$ cat src/design/hpsd_pkg.sv
// ----------------------------------------------------------------------------
// HPACK Huffman string decoder package
// Beat types, control structs, state encoding and the canonical code tables.
// ----------------------------------------------------------------------------
package hpsd_pkg;

    typedef struct packed {
        logic [7:0] coded_byte;
        logic       final_byte;
    } in_beat_t;

    typedef struct packed {
        logic [7:0] decoded_symbol;
        logic       symbol_present;
        logic       string_done;
    } out_beat_t;

    typedef enum logic [1:0] {
        ST_IDLE,
        ST_SHIFT,
        ST_EMIT
    } state_t;

    // Symbol found by the bit decoder in the current cycle.
    typedef struct packed {
        logic       valid;
        logic [7:0] symbol;
    } hit_t;

    typedef struct packed {
        logic start;
        logic final_byte;
        logic emit;
    } q_ctl_t;

    typedef struct packed {
        logic has_result;
        logic drained;
    } q_status_t;

    localparam logic [4:0] CODE_MAX_LEN = 5'd30;

    // Number of codes of each length, indexed by length.
    localparam logic [5:0] LEN_COUNT [32] = '{
        6'd0,  6'd0,  6'd0,  6'd0,  6'd0,  6'd10, 6'd26, 6'd32,
        6'd6,  6'd0,  6'd5,  6'd3,  6'd2,  6'd6,  6'd2,  6'd3,
        6'd0,  6'd0,  6'd0,  6'd3,  6'd8,  6'd13, 6'd26, 6'd29,
        6'd12, 6'd4,  6'd15, 6'd19, 6'd29, 6'd0,  6'd3,  6'd0
    };

    // Position in CANON_SYM of the first code of each length.
    localparam logic [7:0] LEN_OFFSET [32] = '{
        8'd0,   8'd0,   8'd0,   8'd0,   8'd0,   8'd0,   8'd10,  8'd36,
        8'd68,  8'd74,  8'd74,  8'd79,  8'd82,  8'd84,  8'd90,  8'd92,
        8'd95,  8'd95,  8'd95,  8'd95,  8'd98,  8'd106, 8'd119, 8'd145,
        8'd174, 8'd186, 8'd190, 8'd205, 8'd224, 8'd253, 8'd253, 8'd0
    };

    // Symbols in canonical order: by code length, then by symbol value.
    localparam logic [7:0] CANON_SYM [256] = '{
        // length 5
        8'd48,  8'd49,  8'd50,  8'd97,  8'd99,  8'd101, 8'd105, 8'd111,
        8'd115, 8'd116,
        // length 6
        8'd32,  8'd37,  8'd45,  8'd46,  8'd47,  8'd51,  8'd52,  8'd53,
        8'd54,  8'd55,  8'd56,  8'd57,  8'd61,  8'd65,  8'd95,  8'd98,
        8'd100, 8'd102, 8'd103, 8'd104, 8'd108, 8'd109, 8'd110, 8'd112,
        8'd114, 8'd117,
        // length 7
        8'd58,  8'd66,  8'd67,  8'd68,  8'd69,  8'd70,  8'd71,  8'd72,
        8'd73,  8'd74,  8'd75,  8'd76,  8'd77,  8'd78,  8'd79,  8'd80,
        8'd81,  8'd82,  8'd83,  8'd84,  8'd85,  8'd86,  8'd87,  8'd89,
        8'd106, 8'd107, 8'd113, 8'd118, 8'd119, 8'd120, 8'd121, 8'd122,
        // length 8
        8'd38,  8'd42,  8'd44,  8'd59,  8'd88,  8'd90,
        // length 10
        8'd33,  8'd34,  8'd40,  8'd41,  8'd63,
        // length 11
        8'd39,  8'd43,  8'd124,
        // length 12
        8'd35,  8'd62,
        // length 13
        8'd0,   8'd36,  8'd64,  8'd91,  8'd93,  8'd126,
        // length 14
        8'd94,  8'd125,
        // length 15
        8'd60,  8'd96,  8'd123,
        // length 19
        8'd92,  8'd195, 8'd208,
        // length 20
        8'd128, 8'd130, 8'd131, 8'd162, 8'd184, 8'd194, 8'd224, 8'd226,
        // length 21
        8'd153, 8'd161, 8'd167, 8'd172, 8'd176, 8'd177, 8'd179, 8'd209,
        8'd216, 8'd217, 8'd227, 8'd229, 8'd230,
        // length 22
        8'd129, 8'd132, 8'd133, 8'd134, 8'd136, 8'd146, 8'd154, 8'd156,
        8'd160, 8'd163, 8'd164, 8'd169, 8'd170, 8'd173, 8'd178, 8'd181,
        8'd185, 8'd186, 8'd187, 8'd189, 8'd190, 8'd196, 8'd198, 8'd228,
        8'd232, 8'd233,
        // length 23
        8'd1,   8'd135, 8'd137, 8'd138, 8'd139, 8'd140, 8'd141, 8'd143,
        8'd147, 8'd149, 8'd150, 8'd151, 8'd152, 8'd155, 8'd157, 8'd158,
        8'd165, 8'd166, 8'd168, 8'd174, 8'd175, 8'd180, 8'd182, 8'd183,
        8'd188, 8'd191, 8'd197, 8'd231, 8'd239,
        // length 24
        8'd9,   8'd142, 8'd144, 8'd145, 8'd148, 8'd159, 8'd171, 8'd206,
        8'd215, 8'd225, 8'd236, 8'd237,
        // length 25
        8'd199, 8'd207, 8'd234, 8'd235,
        // length 26
        8'd192, 8'd193, 8'd200, 8'd201, 8'd202, 8'd205, 8'd210, 8'd213,
        8'd218, 8'd219, 8'd238, 8'd240, 8'd242, 8'd243, 8'd255,
        // length 27
        8'd203, 8'd204, 8'd211, 8'd212, 8'd214, 8'd221, 8'd222, 8'd223,
        8'd241, 8'd244, 8'd245, 8'd246, 8'd247, 8'd248, 8'd250, 8'd251,
        8'd252, 8'd253, 8'd254,
        // length 28
        8'd2,   8'd3,   8'd4,   8'd5,   8'd6,   8'd7,   8'd8,   8'd11,
        8'd12,  8'd14,  8'd15,  8'd16,  8'd17,  8'd18,  8'd19,  8'd20,
        8'd21,  8'd23,  8'd24,  8'd25,  8'd26,  8'd27,  8'd28,  8'd29,
        8'd30,  8'd31,  8'd127, 8'd220, 8'd249,
        // length 30
        8'd10,  8'd13,  8'd22
    };

endpackage

$ cat src/design/hpack_huffman_string_decoder_unit.sv
// ----------------------------------------------------------------------------
// HPACK Huffman string decoder unit
// Decodes an HPACK Huffman-coded header string one coded byte at a time.
// ----------------------------------------------------------------------------
// Usage:
//   code channel: one beat per coded byte (coded_byte, final_byte). The byte
//   is decoded MSB first, one bit per cycle, through an 8-bit shift register.
//   sym channel: one beat per decoded octet. A final byte always ends with a
//   beat carrying string_done; if it completes no code, that beat has
//   symbol_present low. A byte may yield zero, one or two beats.
// Timing:
//   A byte is taken while the unit is idle and then shifted through the
//   decoder bit by bit; its result beats, if any, are played out after the
//   last bit. The single-bit decode loop limits the throughput.
//   The unit holds code_stall high after acceptance until the byte is
//   shifted out and its last result beat, if any, has been taken.
// Reset:
//   rst_n clears the code accumulator, the result queue and the sequencer;
//   the first byte can be sent right after reset is released.
// Stall:
//   While sym_stall is high during a result beat, that beat holds steady and
//   no new coded byte is accepted.
// ----------------------------------------------------------------------------
module hpack_huffman_string_decoder_unit (
    input  logic                clk,
    input  logic                rst_n,
    input  logic                code_valid,
    output logic                code_stall,
    input  hpsd_pkg::in_beat_t  code_data,
    output logic                sym_valid,
    input  logic                sym_stall,
    output hpsd_pkg::out_beat_t sym_data
);
    import hpsd_pkg::*;

    state_t     state_reg, state_next;
    logic [2:0] bit_cnt_reg, bit_cnt_next;
    logic [7:0] shift_reg,   shift_next;
    logic       final_reg,   final_next;

    logic       code_taken;
    logic       last_bit;
    logic       bit_valid;
    logic       flush;
    hit_t       hit;
    q_ctl_t     q_ctl;
    q_status_t  q_status;

    hpsd_bit_decoder u_bit_decoder (
        .clk       (clk),
        .rst_n     (rst_n),
        .bit_valid (bit_valid),
        .code_bit  (shift_reg[7]),
        .flush     (flush),
        .hit       (hit)
    );

    hpsd_result_queue u_result_queue (
        .clk       (clk),
        .rst_n     (rst_n),
        .ctl       (q_ctl),
        .hit       (hit),
        .sym_stall (sym_stall),
        .sym_valid (sym_valid),
        .sym_data  (sym_data),
        .status    (q_status)
    );

    // Next state.
    always_comb
    begin
        state_next = state_reg;
        unique case (state_reg)
            ST_IDLE:
            begin
                if (code_valid)
                begin
                    state_next = ST_SHIFT;
                end
            end
            ST_SHIFT:
            begin
                if (bit_cnt_reg == 3'd7)
                begin
                    if (final_reg || hit.valid || q_status.has_result)
                    begin
                        state_next = ST_EMIT;
                    end
                    else
                    begin
                        state_next = ST_IDLE;
                    end
                end
            end
            ST_EMIT:
            begin
                if (q_status.drained)
                begin
                    state_next = ST_IDLE;
                end
            end
            default:
            begin
                state_next = ST_IDLE;
            end
        endcase
    end

    // Outputs and datapath controls.
    always_comb
    begin
        code_stall  = state_reg != ST_IDLE;
        code_taken  = code_valid && !code_stall;
        bit_valid   = state_reg == ST_SHIFT;
        last_bit    = bit_cnt_reg == 3'd7;
        flush       = final_reg && last_bit;

        q_ctl.start      = code_taken;
        q_ctl.final_byte = code_data.final_byte;
        q_ctl.emit       = state_reg == ST_EMIT;

        bit_cnt_next = bit_cnt_reg;
        shift_next   = shift_reg;
        final_next   = final_reg;
        if (code_taken)
        begin
            bit_cnt_next = '0;
            shift_next   = code_data.coded_byte;
            final_next   = code_data.final_byte;
        end
        else if (bit_valid)
        begin
            bit_cnt_next = bit_cnt_reg + 3'd1;
            shift_next   = {shift_reg[6:0], 1'b0};
        end
    end

    always_ff @(posedge clk or negedge rst_n)
    begin
        if (!rst_n)
        begin
            state_reg   <= ST_IDLE;
            bit_cnt_reg <= '0;
            final_reg   <= 1'b0;
        end
        else
        begin
            state_reg   <= state_next;
            bit_cnt_reg <= bit_cnt_next;
            final_reg   <= final_next;
        end
    end

    always_ff @(posedge clk)
    begin
        shift_reg <= shift_next;
    end

    // A new byte always starts at its first bit.
    a_start_shift: assert property (@(posedge clk) disable iff (!rst_n)
        code_valid && !code_stall |=> (state_reg == ST_SHIFT) && (bit_cnt_reg == 3'd0))
        else $error("accepted byte did not start shifting at bit zero");

    // The shortest code is five bits, so two symbols never complete back to back.
    a_hit_spacing: assert property (@(posedge clk) disable iff (!rst_n)
        hit.valid |=> !hit.valid)
        else $error("symbols completed on consecutive bits");

    // Result beats are only played out when there is something to report.
    a_emit_reason: assert property (@(posedge clk) disable iff (!rst_n)
        (state_reg == ST_EMIT) |-> (q_status.has_result || final_reg))
        else $error("result phase entered with nothing to deliver");

    // The end-of-string beat is the last beat of its byte.
    a_done_last: assert property (@(posedge clk) disable iff (!rst_n)
        sym_valid && !sym_stall && sym_data.string_done |=> (state_reg == ST_IDLE))
        else $error("unit still busy after the end-of-string beat");

endmodule

$ cat src/design/hpsd_bit_decoder.sv
// ----------------------------------------------------------------------------
// HPACK Huffman bit decoder
// Walks the canonical code one bit per cycle while bit_valid is high, keeping
// only the current length and how far the prefix lies past the last code of that length.
// ----------------------------------------------------------------------------
module hpsd_bit_decoder (
    input  logic          clk,
    input  logic          rst_n,
    input  logic          bit_valid,
    input  logic          code_bit,
    input  logic          flush,
    output hpsd_pkg::hit_t hit
);
    import hpsd_pkg::*;

    // Because the code tree is complete, the prefix never falls below the
    // first code of its length and the residue stays well under 64.
    logic [5:0] resid_reg, resid_next;
    logic [4:0] len_reg,   len_next;

    logic [4:0] cur_len;
    logic [6:0] cur_dist;
    logic [5:0] cur_count;
    logic       match;
    logic [7:0] sym_index;

    always_comb
    begin
        cur_len   = len_reg + 5'd1;
        cur_dist  = {resid_reg, code_bit};
        cur_count = LEN_COUNT[cur_len];
        match     = cur_dist < {1'b0, cur_count};
        sym_index = LEN_OFFSET[cur_len] + {1'b0, cur_dist};
    end

    always_comb
    begin
        hit.valid  = bit_valid && match;
        hit.symbol = CANON_SYM[sym_index];
    end

    always_comb
    begin
        resid_next = resid_reg;
        len_next   = len_reg;
        if (bit_valid)
        begin
            if (flush || match || (cur_len == CODE_MAX_LEN))
            begin
                resid_next = '0;
                len_next   = '0;
            end
            else
            begin
                resid_next = 6'(cur_dist - {1'b0, cur_count});
                len_next   = cur_len;
            end
        end
    end

    always_ff @(posedge clk or negedge rst_n)
    begin
        if (!rst_n)
        begin
            resid_reg <= '0;
            len_reg   <= '0;
        end
        else
        begin
            resid_reg <= resid_next;
            len_reg   <= len_next;
        end
    end

endmodule

$ cat src/design/hpsd_result_queue.sv
// ----------------------------------------------------------------------------
// HPACK Huffman result queue
// Collects the symbols of one coded byte and plays them out as result beats,
// marking the end of the string on the last beat of a final byte.
// ----------------------------------------------------------------------------
module hpsd_result_queue (
    input  logic                clk,
    input  logic                rst_n,
    input  hpsd_pkg::q_ctl_t    ctl,
    input  hpsd_pkg::hit_t      hit,
    input  logic                sym_stall,
    output logic                sym_valid,
    output hpsd_pkg::out_beat_t sym_data,
    output hpsd_pkg::q_status_t status
);
    import hpsd_pkg::*;

    logic [7:0] slot_reg [2];
    logic [1:0] cnt_reg, cnt_next;
    logic       rd_reg,  rd_next;
    logic       fin_reg, fin_next;

    logic       present;
    logic       last_beat;
    logic       beat_taken;

    always_comb
    begin
        present    = cnt_reg != 2'd0;
        // A final byte with no symbol still yields one beat that closes the string.
        last_beat  = !present || (({1'b0, rd_reg} + 2'd1) == cnt_reg);
        beat_taken = ctl.emit && !sym_stall;

        sym_valid               = ctl.emit;
        sym_data.decoded_symbol = present ? slot_reg[rd_reg] : 8'd0;
        sym_data.symbol_present = present;
        sym_data.string_done    = fin_reg && last_beat;

        status.has_result = present;
        status.drained    = beat_taken && last_beat;
    end

    always_comb
    begin
        cnt_next = cnt_reg;
        rd_next  = rd_reg;
        fin_next = fin_reg;
        if (ctl.start)
        begin
            cnt_next = '0;
            rd_next  = 1'b0;
            fin_next = ctl.final_byte;
        end
        else if (hit.valid && (cnt_reg != 2'd2))
        begin
            cnt_next = cnt_reg + 2'd1;
        end
        else if (beat_taken && !last_beat)
        begin
            rd_next = 1'b1;
        end
    end

    always_ff @(posedge clk or negedge rst_n)
    begin
        if (!rst_n)
        begin
            cnt_reg <= '0;
            rd_reg  <= 1'b0;
            fin_reg <= 1'b0;
        end
        else
        begin
            cnt_reg <= cnt_next;
            rd_reg  <= rd_next;
            fin_reg <= fin_next;
        end
    end

    always_ff @(posedge clk)
    begin
        if (!ctl.start && hit.valid && (cnt_reg != 2'd2))
        begin
            slot_reg[cnt_reg[0]] <= hit.symbol;
        end
    end

endmodule
$ cat config.mk
export PLATFORM = sky130hd
export DESIGN_NAME = hpack_huffman_string_decoder_unit
export DESIGN_NICKNAME = d
export VERILOG_FILES = /design/src/design/hpsd_pkg.sv /design/src/design/hpack_huffman_string_decoder_unit.sv /design/src/design/hpsd_bit_decoder.sv /design/src/design/hpsd_result_queue.sv
export SDC_FILE = /design/constraint.sdc
export NUM_CORES = 1
export LEC_CHECK = 0
export ABC_AREA = 1
export BUFFER_PORTS_ARGS = -buffer_cell sky130_fd_sc_hd__buf_2
export CAP_MARGIN = 15
export CORE_MARGIN = 2
export CORE_UTILIZATION = 60
export CTS_CLUSTER_SIZE = 16
export DETAILED_ROUTE_END_ITERATION = 7
export GPL_ROUTABILITY_DRIVEN = 0
export PLACE_DENSITY = 0.78
export SLEW_MARGIN = 5
export SYNTH_ARGS = -nofsm -noshare
export SYNTH_HDL_FRONTEND = slang
export SYNTH_HIERARCHICAL = 1
export SYNTH_SLANG_ARGS = --single-unit
$ cat constraint.sdc
create_clock -name clk -period 4.6 [get_ports clk]
set_input_delay 0.46 -clock clk [delete_from_list [all_inputs] [get_ports clk]]
set_output_delay 0.46 -clock clk [all_outputs]
set_load 0.1 [all_outputs]
==> metrics.md <==
| Metric | Value |
|---|---|
| Main flop type after synthesis | `edfxtp_1` |
| Final WL | `17700 µm` |
| Setup Total Neg Slack | `0 ns` |
| Max-slew violation count | `0` |
| Vias per cell | `5.84` |
| Row Count | `36` |
| Cts-stage hold buffer count | `0` |
| Max frequency | `231 MHz` |
| WL per Instance | `15.7 µm` |
| Clock sinks | `45` |
| Min Clock Period, post-route | `4.34 ns` |
| Initial DRT Pass Iterations | `7` |
| Synth warnings | `6` |
| Worst-margin pin slew | `0.575 ns` |
| Share of post-route cells with drive strength above 1 | `0.0947` |
| Reg2Reg Depth | `26` |
| Most common cell in the netlist | `nand2_1` |
| Post-Syn Area | `5860 µm²` |
| Post-synth top cells | `nand2_1, nand3_1, inv_1, nor2_1, o21ai_0` |
| Crit Path Max Fanout | `11` |
| RSZ-0062 raised after global routing | `false` |
| Initial Util | `0.608` |
| H-tree Lvls | `2` |
| Post-synth top area share | `0.253` |
| Final Hold Fails | `0` |
| Max FFs per register | `16` |
| Root Driver | `clkbuf_8` |
| Clk slew on worst S/H paths | `0.08 ns` |
| Syn_area_per_cell | `5.92 µm²` |
| Global route overflow | `0` |
| Number of fill cells | `969` |
| Vias in the first global route | `5836` |
| FFs w/ async S/R, synth | `0.467` |
| Crit path launch type | `flip-flop` |
| I/O pin count | `25` |
| Final Cycle Share | `0.942` |
| Maximum number of pins on one net before global-route repair | `57` |
| Die area | `10600 µm²` |
| Worst Skew | `0.00298 ns` |
| Clock Tree Buf Depth | `2` |
| Setup bufs post-CTS | `0` |
| CTS tree | `built` |
| DRT antenna net count | `0` |
| Area growth from synthesis to layout | `4.48%` |
| Synth area leaders | `nand2_1, nand3_1, edfxtp_1` |
| Ant diodes | `0` |
| Final #Nets | `1043` |
| EDFF count, synth | `24` |
| Finish-stage setup viols | `0` |
| Worst slew margin | `0.616` |
| Syn_nets | `1041` |
| Core area | `9640 µm²` |
| Clk_lat worst skew | `0.30 ns` |
| Maxcap violations | `0` |
| Post-synth cell types | `45` |
| Hold Path Class | `input pin to async pin` |
| Outcome | `finished clean` |
| Die Ht | `103 µm` |
| Cts bufs inserted | `5` |
| Yosys reg bits | `45` |
| Die W | `103 µm` |
| Global Route Usage Sum | `0.340` |
| Critical Path RT | `4.65 ns` |
| Cells after synthesis | `990` |
| Buffers on Ports | `24` |
| First-pass GRT wire length | `28500 µm` |
| Crit path DAT | `4.39 ns` |
| Initial antenna violation count | `0` |
| CP Capture Type | `flip-flop` |
| Dominant cell type by area after synthesis | `nand2_1` |
| Initial drt markers | `839` |
| Sequential share of the synthesized area | `0.213` |
| Crit Path Class | `flip-flop to flip-flop` |
| Via count | `6574` |
| Drc violations | `0` |
| Post-DP HPWL | `12800 µm` |
## cells in the final DEF, fill, tap and decap left out, types with 5 or more instances in the layout
cell type and count:
inv_1 99, edfxtp_1 24, buf_2 24, nor2_1 52, nand3_1 177, o22ai_1 5, ha_1 36, nand2_2 14
nand2_1 390, o21ai_1 6, clkbuf_8 5, a21oi_1 15, o21ai_0 40, inv_2 11, buf_4 17, dfrtp_1 20
nand4_1 9
## layout make-up
| type | count | area (µm²) | share of cell area |
|---|---|---|---|
| inverters | 112 | 424 | 0.0693 |
| clock inverters | 2 | 38.8 | 0.00633 |
| well taps | 133 | 166 | 0.0272 |
| multi-input cells | 784 | 3870 | 0.631 |
| repair buffers | 44 | 308 | 0.0503 |
| flip-flops and latches | 45 | 1250 | 0.204 |
| clock buffers | 6 | 72.6 | 0.0119 |
## cell families after synthesis
| logic type | Yosys count | synth area share |
|---|---|---|
| xor+xnor | 7 | 0.0149 |
| fa+ha+maj | 38 | 0.0837 |
| compound gates | 80 | 0.0771 |
| simple gates | 658 | 0.479 |
| mux | 1 | 0.00171 |
| buf+inv | 161 | 0.131 |
| flops | 45 | 0.213 |
## critical path, cell delays in order, from the launching register on
cell	delay [ns]
dfrtp_2	0.46
ha_1	0.23
nand2_2	0.08
inv_2	0.06
nor2_4	0.20
inv_2	0.13
nand2_1	0.12
nor2_1	0.07
inv_1	0.07
nand3_1	0.06
o32ai_1	0.16
ha_1	0.28
inv_1	0.07
fa_1	0.52
buf_4	0.22
ha_1	0.20
inv_1	0.12
nand3_1	0.25
nand2_1	0.09
inv_1	0.06
nand2_1	0.05
nand3_1	0.10
nand3_1	0.09
nand3_1	0.10
nand2_1	0.12
nand2_1	0.08
nand2_1	0.07
## final timing paths
check                                    startpoint                             to  slack (ns)
min in group clk                       code_data[0]         u_result_queue/fin_reg        0.39
max in group asynchronous                     rst_n       u_bit_decoder/len_reg[1]        4.14
min reg2reg                          bit_cnt_reg[1]                 bit_cnt_reg[1]        0.48
max                        u_bit_decoder/len_reg[1]  u_result_queue/slot_reg[1][1]        0.26
max reg2reg                u_bit_decoder/len_reg[1]  u_result_queue/slot_reg[1][1]        0.26
min                                           rst_n       u_bit_decoder/len_reg[4]        0.11
## metrics by stage
step / hold slack, ns / util / cells / setup slack (ns) / cell area, µm²
after floorplan: 0.164 / - / 990 / 0.499 / 5860
after global placement: 0.446 / 0.622 / 1118 / 0.372 / 6000
after detailed placement: 0.451 / 0.622 / 1118 / 0.314 / 6000
after CTS: 0.119 / 0.634 / 1126 / 0.291 / 6110
after global routing: 0.147 / 0.635 / 1126 / 0.0117 / 6120
final: 0.109 / 0.635 / 1126 / 0.265 / 6120
## routing by layer
layer  up-vias  track usage  part of all wire
li1       3188            -                 -
met5         -            0                 0
met1      2839        0.446              0.40
met2       448        0.532              0.44
met4         0        0.185             0.053
met3        99       0.0597              0.11
## repair_timing
item / in CTS / in global routing
hold endpoints to repair: 0 / 0
setup endpoints to repair: 0 / 14
gates resized for setup: 0 / 7
Power is left out: the tool's default activity adds up to more than one toggle a clock period on the data nets, which glitch-free logic cannot reach.
